### src/rtl/tpd_pkg.sv
package tpd_pkg;

    typedef enum logic [2:0] {
        PH_STATUS  = 3'd0,
        PH_LEN_LO  = 3'd1,
        PH_LEN_HI  = 3'd2,
        PH_HEADER  = 3'd3,
        PH_PAYLOAD = 3'd4
    } tpd_phase_t;

    localparam logic [7:0] NO_TIME_BIT  = 8'h80;
    localparam logic [7:0] DEV_BASE     = 8'h41;
    localparam logic [7:0] DEV_COUNT    = 8'd10;
    localparam logic [3:0] DEV_DEFAULT  = 4'd8;
    localparam logic [7:0] INFO_COUNT   = 8'd14;
    localparam logic [3:0] INFO_DEFAULT = 4'd2;
    localparam logic [2:0] TIME_BYTES   = 3'd4;
    localparam logic [2:0] ID_BYTES     = 3'd2;

    typedef struct packed {
        logic        item_kind;
        logic [7:0]  status_byte;
        logic [15:0] packet_length;
        logic [31:0] time_stamp;
        logic [3:0]  device_index;
        logic [3:0]  info_index;
        logic [7:0]  payload_byte;
        logic        packet_last;
        logic        cut_short;
    } tpd_result_t;

    typedef struct packed {
        logic main_valid;
        logic skid_valid;
    } tpd_buf_status_t;

endpackage

### src/rtl/tpd_parser.sv
module tpd_parser (
    input  logic                 clk,
    input  logic                 rst_n,
    input  logic                 beat,
    input  logic [7:0]           in_byte,
    input  logic                 block_end,
    output logic                 res_push,
    output tpd_pkg::tpd_result_t res_data
);
    import tpd_pkg::*;

    tpd_phase_t  phase_reg, phase_next;
    logic [7:0]  status_reg, status_next;
    logic [15:0] length_reg, length_next;
    logic [15:0] count_reg, count_next;
    logic [31:0] time_reg, time_next;
    logic [3:0]  device_reg, device_next;
    logic [3:0]  info_reg, info_next;

    logic [2:0]  tsz;
    logic [15:0] count_inc;
    logic        at_len;
    logic [7:0]  dev_off;
    logic        emit;
    logic        emit_kind;
    logic [7:0]  emit_byte;
    logic        emit_last;
    logic        emit_cut;

    assign tsz       = (status_reg & NO_TIME_BIT) != 8'd0 ? 3'd0 : TIME_BYTES;
    assign count_inc = count_reg + 16'd1;
    assign at_len    = count_inc == length_reg;
    assign dev_off   = in_byte - DEV_BASE;

    always_comb
    begin
        phase_next  = phase_reg;
        status_next = status_reg;
        length_next = length_reg;
        count_next  = count_reg;
        time_next   = time_reg;
        device_next = device_reg;
        info_next   = info_reg;
        emit        = 1'b0;
        emit_kind   = 1'b0;
        emit_byte   = 8'd0;
        emit_last   = 1'b0;
        emit_cut    = 1'b0;
        unique case (phase_reg)
            PH_LEN_LO:
            begin
                length_next = {8'd0, in_byte};
                phase_next  = block_end ? PH_STATUS : PH_LEN_HI;
            end
            PH_LEN_HI:
            begin
                length_next = {in_byte, length_reg[7:0]};
                count_next  = 16'd0;
                time_next   = 32'd0;
                device_next = 4'd0;
                info_next   = 4'd0;
                if (length_next == 16'd0 || block_end)
                begin
                    emit       = 1'b1;
                    emit_last  = 1'b1;
                    emit_cut   = length_next != 16'd0;
                    phase_next = PH_STATUS;
                end
                else
                begin
                    phase_next = PH_HEADER;
                end
            end
            PH_HEADER:
            begin
                if (count_reg < {13'd0, tsz})
                begin
                    time_next[8*count_reg[1:0] +: 8] = in_byte;
                end
                else if (count_reg == {13'd0, tsz})
                begin
                    device_next = (in_byte >= DEV_BASE && dev_off < DEV_COUNT)
                                  ? dev_off[3:0] : DEV_DEFAULT;
                end
                else
                begin
                    info_next = (in_byte < INFO_COUNT) ? in_byte[3:0] : INFO_DEFAULT;
                end
                count_next = count_inc;
                // The header goes out once its last byte is in, or early when
                // the packet or the block runs out first.
                if (at_len || block_end || count_inc >= {13'd0, tsz + ID_BYTES})
                begin
                    emit       = 1'b1;
                    emit_last  = at_len || block_end;
                    emit_cut   = block_end && !at_len;
                    phase_next = (at_len || block_end) ? PH_STATUS : PH_PAYLOAD;
                end
            end
            PH_PAYLOAD:
            begin
                count_next = count_inc;
                emit       = 1'b1;
                emit_kind  = 1'b1;
                emit_byte  = in_byte;
                emit_last  = at_len || block_end;
                emit_cut   = block_end && !at_len;
                if (at_len || block_end)
                begin
                    phase_next = PH_STATUS;
                end
            end
            default:
            begin
                status_next = in_byte;
                phase_next  = block_end ? PH_STATUS : PH_LEN_LO;
            end
        endcase
    end

    always_ff @(posedge clk or negedge rst_n)
    begin
        if (!rst_n)
        begin
            phase_reg  <= PH_STATUS;
            status_reg <= 8'd0;
            length_reg <= 16'd0;
            count_reg  <= 16'd0;
            time_reg   <= 32'd0;
            device_reg <= 4'd0;
            info_reg   <= 4'd0;
        end
        else if (beat)
        begin
            phase_reg  <= phase_next;
            status_reg <= status_next;
            length_reg <= length_next;
            count_reg  <= count_next;
            time_reg   <= time_next;
            device_reg <= device_next;
            info_reg   <= info_next;
        end
    end

    assign res_push = beat && emit;

    always_comb
    begin
        res_data.item_kind     = emit_kind;
        res_data.status_byte   = status_next;
        res_data.packet_length = length_next;
        res_data.time_stamp    = time_next;
        res_data.device_index  = device_next;
        res_data.info_index    = info_next;
        res_data.payload_byte  = emit_byte;
        res_data.packet_last   = emit_last;
        res_data.cut_short     = emit_cut;
    end

endmodule

### src/rtl/tpd_out_buf.sv
module tpd_out_buf (
    input  logic                     clk,
    input  logic                     rst_n,
    input  logic                     push,
    input  tpd_pkg::tpd_result_t     push_data,
    input  logic                     pop_stall,
    output logic                     full,
    output logic                     pop_valid,
    output tpd_pkg::tpd_result_t     pop_data,
    output tpd_pkg::tpd_buf_status_t status
);
    import tpd_pkg::*;

    logic        main_valid_reg, main_valid_next;
    logic        skid_valid_reg, skid_valid_next;
    tpd_result_t main_reg, main_next;
    tpd_result_t skid_reg, skid_next;
    logic        pop;

    assign pop = main_valid_reg && !pop_stall;

    // The skid entry only fills when a beat arrives while the main entry is
    // held; the producer is stalled as long as it is occupied.
    always_comb
    begin
        main_valid_next = main_valid_reg;
        skid_valid_next = skid_valid_reg;
        main_next       = main_reg;
        skid_next       = skid_reg;
        if (skid_valid_reg)
        begin
            if (pop)
            begin
                main_next       = skid_reg;
                skid_valid_next = 1'b0;
            end
        end
        else if (!main_valid_reg || pop)
        begin
            main_valid_next = push;
            main_next       = push_data;
        end
        else if (push)
        begin
            skid_valid_next = 1'b1;
            skid_next       = push_data;
        end
    end

    always_ff @(posedge clk or negedge rst_n)
    begin
        if (!rst_n)
        begin
            main_valid_reg <= 1'b0;
            skid_valid_reg <= 1'b0;
        end
        else
        begin
            main_valid_reg <= main_valid_next;
            skid_valid_reg <= skid_valid_next;
        end
    end

    always_ff @(posedge clk)
    begin
        main_reg <= main_next;
        skid_reg <= skid_next;
    end

    assign full              = skid_valid_reg;
    assign pop_valid         = main_valid_reg;
    assign pop_data          = main_reg;
    assign status.main_valid = main_valid_reg;
    assign status.skid_valid = skid_valid_reg;

endmodule

### src/rtl/telemetry_packet_deframer.sv
// Telemetry packet deframer.
// The src channel carries one raw byte per beat (in_byte), with block_end set
// on the last byte of a block. Each packet is a status byte, a 16-bit
// little-endian body length and the body: an optional 32-bit time stamp,
// a device byte, an info byte and then payload bytes.
// The res channel carries one header record per packet (item_kind 0), then
// one record per payload byte (item_kind 1); packet_last marks the final
// record of a packet and cut_short a packet whose block ended early.
// Throughput is one byte per cycle while src_stall is low: the phase update
// is a single pass of logic from the accepted byte into the result register.
// Each result enters the output buffer on the edge that accepts its byte.
// A two-entry output buffer keeps src accepting while res is stalled; src_stall
// rises only when both entries hold results that res has not taken.
// Reset clears the parser to wait for a status byte and empties the buffer.
module telemetry_packet_deframer (
    input  logic        clk,
    input  logic        rst_n,
    input  logic        src_valid,
    output logic        src_stall,
    input  logic [7:0]  in_byte,
    input  logic        block_end,
    output logic        res_valid,
    input  logic        res_stall,
    output logic        item_kind,
    output logic [7:0]  status_byte,
    output logic [15:0] packet_length,
    output logic [31:0] time_stamp,
    output logic [3:0]  device_index,
    output logic [3:0]  info_index,
    output logic [7:0]  payload_byte,
    output logic        packet_last,
    output logic        cut_short
);
    import tpd_pkg::*;

    logic            beat;
    logic            res_push;
    tpd_result_t     res_data;
    tpd_result_t     out_data;
    logic            buf_full;
    tpd_buf_status_t buf_status;

    assign beat      = src_valid && !src_stall;
    assign src_stall = buf_full;

    tpd_parser u_parser (
        .clk       (clk),
        .rst_n     (rst_n),
        .beat      (beat),
        .in_byte   (in_byte),
        .block_end (block_end),
        .res_push  (res_push),
        .res_data  (res_data)
    );

    tpd_out_buf u_out_buf (
        .clk       (clk),
        .rst_n     (rst_n),
        .push      (res_push),
        .push_data (res_data),
        .pop_stall (res_stall),
        .full      (buf_full),
        .pop_valid (res_valid),
        .pop_data  (out_data),
        .status    (buf_status)
    );

    assign item_kind     = out_data.item_kind;
    assign status_byte   = out_data.status_byte;
    assign packet_length = out_data.packet_length;
    assign time_stamp    = out_data.time_stamp;
    assign device_index  = out_data.device_index;
    assign info_index    = out_data.info_index;
    assign payload_byte  = out_data.payload_byte;
    assign packet_last   = out_data.packet_last;
    assign cut_short     = out_data.cut_short;

    a_skid_needs_main: assert property (@(posedge clk) disable iff (!rst_n)
        buf_status.skid_valid |-> buf_status.main_valid)
        else $error("skid entry held while main entry is empty");

    a_skid_drains: assert property (@(posedge clk) disable iff (!rst_n)
        buf_status.skid_valid && !res_stall |=> !buf_status.skid_valid)
        else $error("skid entry not moved up after a taken result");

    a_cut_is_last: assert property (@(posedge clk) disable iff (!rst_n)
        res_valid && cut_short |-> packet_last)
        else $error("truncated result not marked as last of packet");

    a_index_range: assert property (@(posedge clk) disable iff (!rst_n)
        res_valid |-> (device_index <= 4'd9) && (info_index <= 4'd13))
        else $error("header index outside its range");

endmodule
### config.mk
export PLATFORM = sky130hd
export DESIGN_NAME = telemetry_packet_deframer
export DESIGN_NICKNAME = d
export VERILOG_FILES = /design/src/rtl/tpd_pkg.sv /design/src/rtl/tpd_parser.sv /design/src/rtl/tpd_out_buf.sv /design/src/rtl/telemetry_packet_deframer.sv
export SDC_FILE = /design/constraint.sdc
export NUM_CORES = 1
export LEC_CHECK = 0
export BUFFER_PORTS_ARGS = -buffer_cell sky130_fd_sc_hd__buf_2
export CORE_MARGIN = 5
export CORE_UTILIZATION = 30
export DETAILED_ROUTE_END_ITERATION = 10
export GPL_TIMING_DRIVEN = 0
export PLACE_DENSITY = 0.54
export SLEW_MARGIN = 20
export SYNTH_ARGS = -nofsm -noshare
export SYNTH_HDL_FRONTEND = slang
export SYNTH_SLANG_ARGS = --single-unit
### constraint.sdc
create_clock -name clk -period 4.9 [get_ports clk]
set_input_delay 0.98 -clock clk [delete_from_list [all_inputs] [get_ports clk]]
set_output_delay 0.98 -clock clk [all_outputs]
set_load 0.005 [all_outputs]
==> flow_summary.toml, run 1 <==
[run_status]
status = "finished clean"

[worst_setup_path]
reg2reg_slack_ps = 520
cp-startpoint = "u_parser.count_reg[0]"
r2r-end = "u_out_buf.skid_reg[28]"
crit_required_ps = 5140
reg2regPathDepth = 13
cp-end-kind = "register"
path_class = "reg2reg"
worstSetupStartpointType = "register"
crit_fanout = 29
rr_startpoint = "u_parser.count_reg[0]"
arrival_ps = 4630

[timing]
setup_viol = 0
period_share_pct = 89.48
hold_violations = 0
rsz0062_at_grt = "false"
maxSlewHeadroom_pct = 41.72
max_freq_mhz = 228.1
finalCriticalPeriod_ps = 4385
worstMarginPinSlew_ps = 874.2
slew_viol_final = 0
setup_slack_ps = 515.5
fin_skew_ps = 9.660

[routing]
dr.pass1.iters = 5
ant_nets = 0
wire_per_inst_um = 19.49
viasPerCell = 4.970
wl_met3_mm = 1.603
drt_iter0_markers = 516
route.detailed.drc = 0
wl_met2_mm = 14.04
wl_mm = 30.72
num_vias = 7833
highest_layer = "met5"
wl_met1_mm = 14.37

[yosys]
synth_edf_count = 150
synth_seq_cells = 235
avgSynthCellArea_um2 = 12.32
ys_warn_count = 0
netlist_area_um2 = 11320
synth_top_area_cell = "edfxtp_1"
synthFlopType = "edfxtp_1"
syn_nets = 942
synthCells = 919
netlist.area_leader.share_pct = 39.79
async_reset_ff_share_pct = 36.17
synth.area.top_cells = "edfxtp_1 (40%), dfrtp_1 (19%), mux2_2 (11%)"
synth.distinct_cells = 73
ys_seq_area_share_pct = 58.58

[clock_tree]
insertion_delay_ps = 540
clkSinkCount = 235
cts_buffers = 27
clkTransAtPathRegs_ps = 60
cts-resized-gates = 0
htreeDepth = 1
cts_tree = "yes"
root_buffer = "clkbuf_16"
cts_buffer_depth = 3
cts_hold_buf = 0
post_cts_buffers = 0

[place]
place_worst_setup_slack_ps = 499.5
io_buffer_count = 87
dp_hpwl_mm = 22.08
dpl-instance-area_um2 = 12560
place_congestion = 0.9166

[run]
maxCapViolCount = 0

[global_routing]
grt_max_degree = 72
grt-ovfl-total = 0
first_global_vias = 7907
grt_antenna_before_repair = 4
grt_pass1_wl_mm = 47.62
grtUsageTotal_pct = 14.34

[layout]
syn_to_final_growth_pct = 18.63
layout-drive-gt1-share_pct = 27.19
nNetsFinal = 1065
final_area_um2 = 13430
final.fill_count = 3808

[min_path]
hold_class = "in2async"

[floorplan]
placementRows = 71
core_um2 = 37490
die_h_um = 204.2
dieWidth_um = 204.2
io_pins = 90
dieArea_um2 = 41720
start_util_pct = 30.19

[power_and_ir_drop]
powerDensity_nw_per_um2 = 477.7
leakagePower_nw = 5.572
ir_drop_v = 0.0002619
per-stage QoR:
stage / util (%) / cells / hold WS [ps] / total power, mW / setup TNS (ps)
3_3_place_gp: 33.07 / 1517 / 451.3 / 4.462 / -133070
5_1_grt: 35.81 / 1575 / 243.9 / 6.774 / 0
2_1_floorplan: - / 919 / 440.1 / 3.816 / 0
6_report: 35.82 / 1576 / 262.4 / 6.415 / 0
4_1_cts: 35.81 / 1574 / 249.7 / 6.494 / 0
3_5_place_dp: 33.50 / 1524 / 457.8 / 4.485 / 0
synth_stat cells, types with 4 or more instances:
cell type	instances
o21ai_0	42
o31ai_1	14
nand2_1	121
inv_1	17
and2_1	7
nand3_1	15
and3_1	11
o21ai_2	4
a31oi_1	6
a22o_1	53
nand4_1	5
nor3b_1	5
mux2i_1	6
clkbuf_1	48
nor3_1	11
o21ai_1	6
a22oi_1	8
nor2_1	25
dfrtp_1	85
nor2b_1	10
nor4_1	10
edfxtp_1	150
mux2_2	106
ha_1	10
nand2b_1	11
a21oi_1	13
xnor2_1	12
buf_2	13
and4_1	4
o22ai_1	5
and4b_1	4
buf_4	5
or4_1	4
xor2_1	8
metal layers:
layer  global-route usage, %  vias to the layer above
li1                        -                     3703
met1                   20.42                     3913
met2                   22.86                      172
met3                   2.682                       41
met4                   3.302                        4
met5                       0                        -
where the power goes:
part	switching, mW	internal [mW]	total [mW]	leakage (nW)
sequential	0.194	2.52	2.71	2.67
clock	0.835	1.14	1.98	0.421
combinational	1.02	0.708	1.73	2.48
critical path: stages, from the launching register on:
cell and delay [ps]:
dfrtp_1 420, buf_2 250, inv_1 110, ha_1 400
xnor2_1 420, o21ai_0 160, a211oi_1 240, nand4_1 140
nor3_1 340, a21oi_2 140, a211oi_2 390, and4b_4 570
buf_12 250, buf_12 210
worst max path at each step:
stage | to | slack [ps]
2_1_floorplan | u_out_buf.skid_reg[0] | 150
3_3_place_gp | u_out_buf.skid_reg[28] | -1460
3_5_place_dp | u_out_buf.skid_reg[29] | 500
4_1_cts | u_out_buf.skid_reg[28] | 470
5_1_grt | u_out_buf.skid_reg[28] | 130
6_report | u_out_buf.skid_reg[28] | 520
kinds of logic (layout without fill, tap and decap cells):
family	Yosys count	after routing	share of synthesized area, %
AO/OA/AOI/OAI	181	181	11.52
adder cells (fa/ha/maj)	10	10	1.105
XOR/XNOR	20	20	1.547
buffers and inverters	88	232	3.305
AND/OR/NAND/NOR	272	272	12.77
multiplexers	113	113	11.17
other	0	2	0
flip-flops	235	235	58.58
area by class of cell:
cell class	count	area (µm²)	area share, %
clock buffers	35	705.7	5.255
plain buffers	70	306.5	2.283
flip-flops and latches	235	6631	49.38
diodes	2	5.005	0.03727
multi-input cells	596	4330	32.25
well taps	511	639.4	4.761
inverters	18	67.56	0.5032
repair buffers	94	581.8	4.333
clock inverters	15	160.2	1.193
layout by cell type, fill, tap and decap left out, types with 4 or more instances in the layout:
master,instances
nand3_1,15
clkbuf_1,56
ha_1,10
a31oi_1,6
dfrtp_1,85
xnor2_1,12
nor4_1,10
o21ai_0,42
and3_1,11
and4_1,4
nor3_1,11
xor2_1,8
nor3b_1,5
o21ai_1,6
a22oi_1,8
nand2_1,121
mux2i_1,5
nor2b_1,10
a21oi_1,13
clkbuf_16,27
nor2_1,25
buf_2,99
o31ai_1,14
nand4_1,5
edfxtp_1,150
o22ai_1,5
mux2_2,106
o21ai_2,4
or4_1,4
nand2b_1,11
buf_4,5
a22o_1,53
and2_1,7
inv_1,17
Power figures use the tool's default switching activity.
==> run 2, diff against run 1 <==
--- a/config.mk
+++ b/config.mk
@@ -11,6 +11,7 @@
 export DETAILED_ROUTE_END_ITERATION = 10
 export GPL_TIMING_DRIVEN = 0
 export PLACE_DENSITY = 0.54
+export RECOVER_POWER = 100
 export SLEW_MARGIN = 20
 export SYNTH_ARGS = -nofsm -noshare
 export SYNTH_HDL_FRONTEND = slang
==> run 2 against run 1 <==
The run now ends with capacitance limit, slew limit left. Critical path depth decreased by 8. Clock-buffer cell count unchanged. Utilization decreased by 0.54 points. Fmax decreased by 0.41%. Critical path type unchanged. Largest power group unchanged.
==> flow_summary.toml, run 2 (synthesized netlist as in run 1, its figures left out) <==
[worst_setup_path]
crit_required_ps = 5050
arrival_ps = 4560
path_class = "reg2reg"
crit_fanout = 23
worstSetupStartpointType = "register"
cp-end-kind = "register"

[clock_tree]
cts_buffers = 27
post_cts_buffers = 0
htreeDepth = 1
insertion_delay_ps = 550
cts-resized-gates = 0
cts_buffer_depth = 3
cts_tree = "yes"
root_buffer = "clkbuf_16"
clkSinkCount = 235
cts_hold_buf = 0
clkTransAtPathRegs_ps = 60

[floorplan]
io_pins = 90
die_h_um = 204.2
start_util_pct = 30.19
dieWidth_um = 204.2
placementRows = 71
core_um2 = 37490
dieArea_um2 = 41720

[power_and_ir_drop]
power_mw = 6.345
leakagePower_nw = 5.334
ir_drop_v = 0.0002708
powerDensity_nw_per_um2 = 479.7

[routing]
highest_layer = "met5"
drt_iter0_markers = 486
viasPerCell = 4.990
ant_nets = 0
wire_per_inst_um = 19.58
wl_mm = 30.86
route.detailed.drc = 0
num_vias = 7864
dr.pass1.iters = 5
wl_met2_mm = 14.03
wl_met1_mm = 14.43
wl_met3_mm = 1.687

[place]
place_worst_setup_slack_ps = 499.5
io_buffer_count = 87
place_congestion = 0.9166
dp_hpwl_mm = 22.08
dpl-instance-area_um2 = 12560
place_inst = 1524

[layout]
multiInputGateArea_um2 = 4282
final_common_cell = "edfxtp_1"
layout-drive-gt1-share_pct = 20.04
syn_to_final_growth_pct = 16.83
final.fill_count = 3841
ff_latch_area_um2 = 6631
final_util_pct = 35.28
fin_cells = 1576
nNetsFinal = 1065
final_cell_mix = "edfxtp_1 (150), nand2_1 (121), clkbuf_1 (108)"
final_area_um2 = 13230

[global_routing]
first_global_vias = 7907
grt-ovfl-total = 0
grtUsageTotal_pct = 14.34
grt_max_degree = 72
grt_pass1_wl_mm = 47.62
grt_antenna_before_repair = 4

[min_path]
hold_class = "reg2reg"

[timing]
rsz0062_at_grt = "false"
slew_viol_final = 72
finalSetupTns_ps = 0
fin_skew_ps = 9.505
finalCriticalPeriod_ps = 4403
period_share_pct = 89.85
setup_slack_ps = 497.4
maxSlewHeadroom_pct = -25.72
max_freq_mhz = 227.1
hold_violations = 0
worstMarginPinSlew_ps = 1886
setup_viol = 0
whs_ps = 471.7

[run_status]
failed_checks = "capacitance limit, slew limit"
status = "finished with violations"

[run]
maxCapViolCount = 1
## run 2: path summary, 6_finish.rpt
check                                             from                endpoint  slack, ps  cells after the start
worst max-delay path                    u_out_buf.full  u_out_buf.pop_data[21]        500                      5
worst min-delay path            u_parser.status_reg[4]  u_parser.status_reg[4]        470                      2
worst max register to register          u_out_buf.full  u_out_buf.pop_data[21]        500                      5
worst min register to register  u_parser.status_reg[4]  u_parser.status_reg[4]        470                      2
max in group asynchronous                        rst_n   u_parser.time_reg[11]       1900                      2
min in group asynchronous                        rst_n  u_parser.length_reg[9]        590                      1
## run 2: per-layer routing
layer	track usage [%]	up-vias
met2	22.86	183
li1	-	3700
met3	2.682	40
met4	3.302	4
met5	0	-
met1	20.42	3937
## run 2: layout make-up
type	instances	share of cell area (%)
inverters	18	0.5109
multi-input cells	596	32.37
plain buffers	70	2.223
flip-flops and latches	235	50.14
clock inverters	15	1.211
clock buffers	35	5.336
diodes	2	0.03784
well taps	511	4.834
repair buffers	94	3.330
## run 2: power breakdown
| group | leakage, nW | total, mW | switching, mW | internal [mW] |
|---|---|---|---|---|
| combinational | 2.24 | 1.65 | 1.01 | 0.643 |
| clock | 0.421 | 1.98 | 0.836 | 1.14 |
| sequential | 2.67 | 2.72 | 0.196 | 2.52 |
## run 2: worst max-delay path, cell delays in order (launching register included)
cell      delay, ps
dfrtp_1         420
clkbuf_1        340
mux2i_1         920
clkbuf_1        520
clkbuf_1        810
clkbuf_1        970
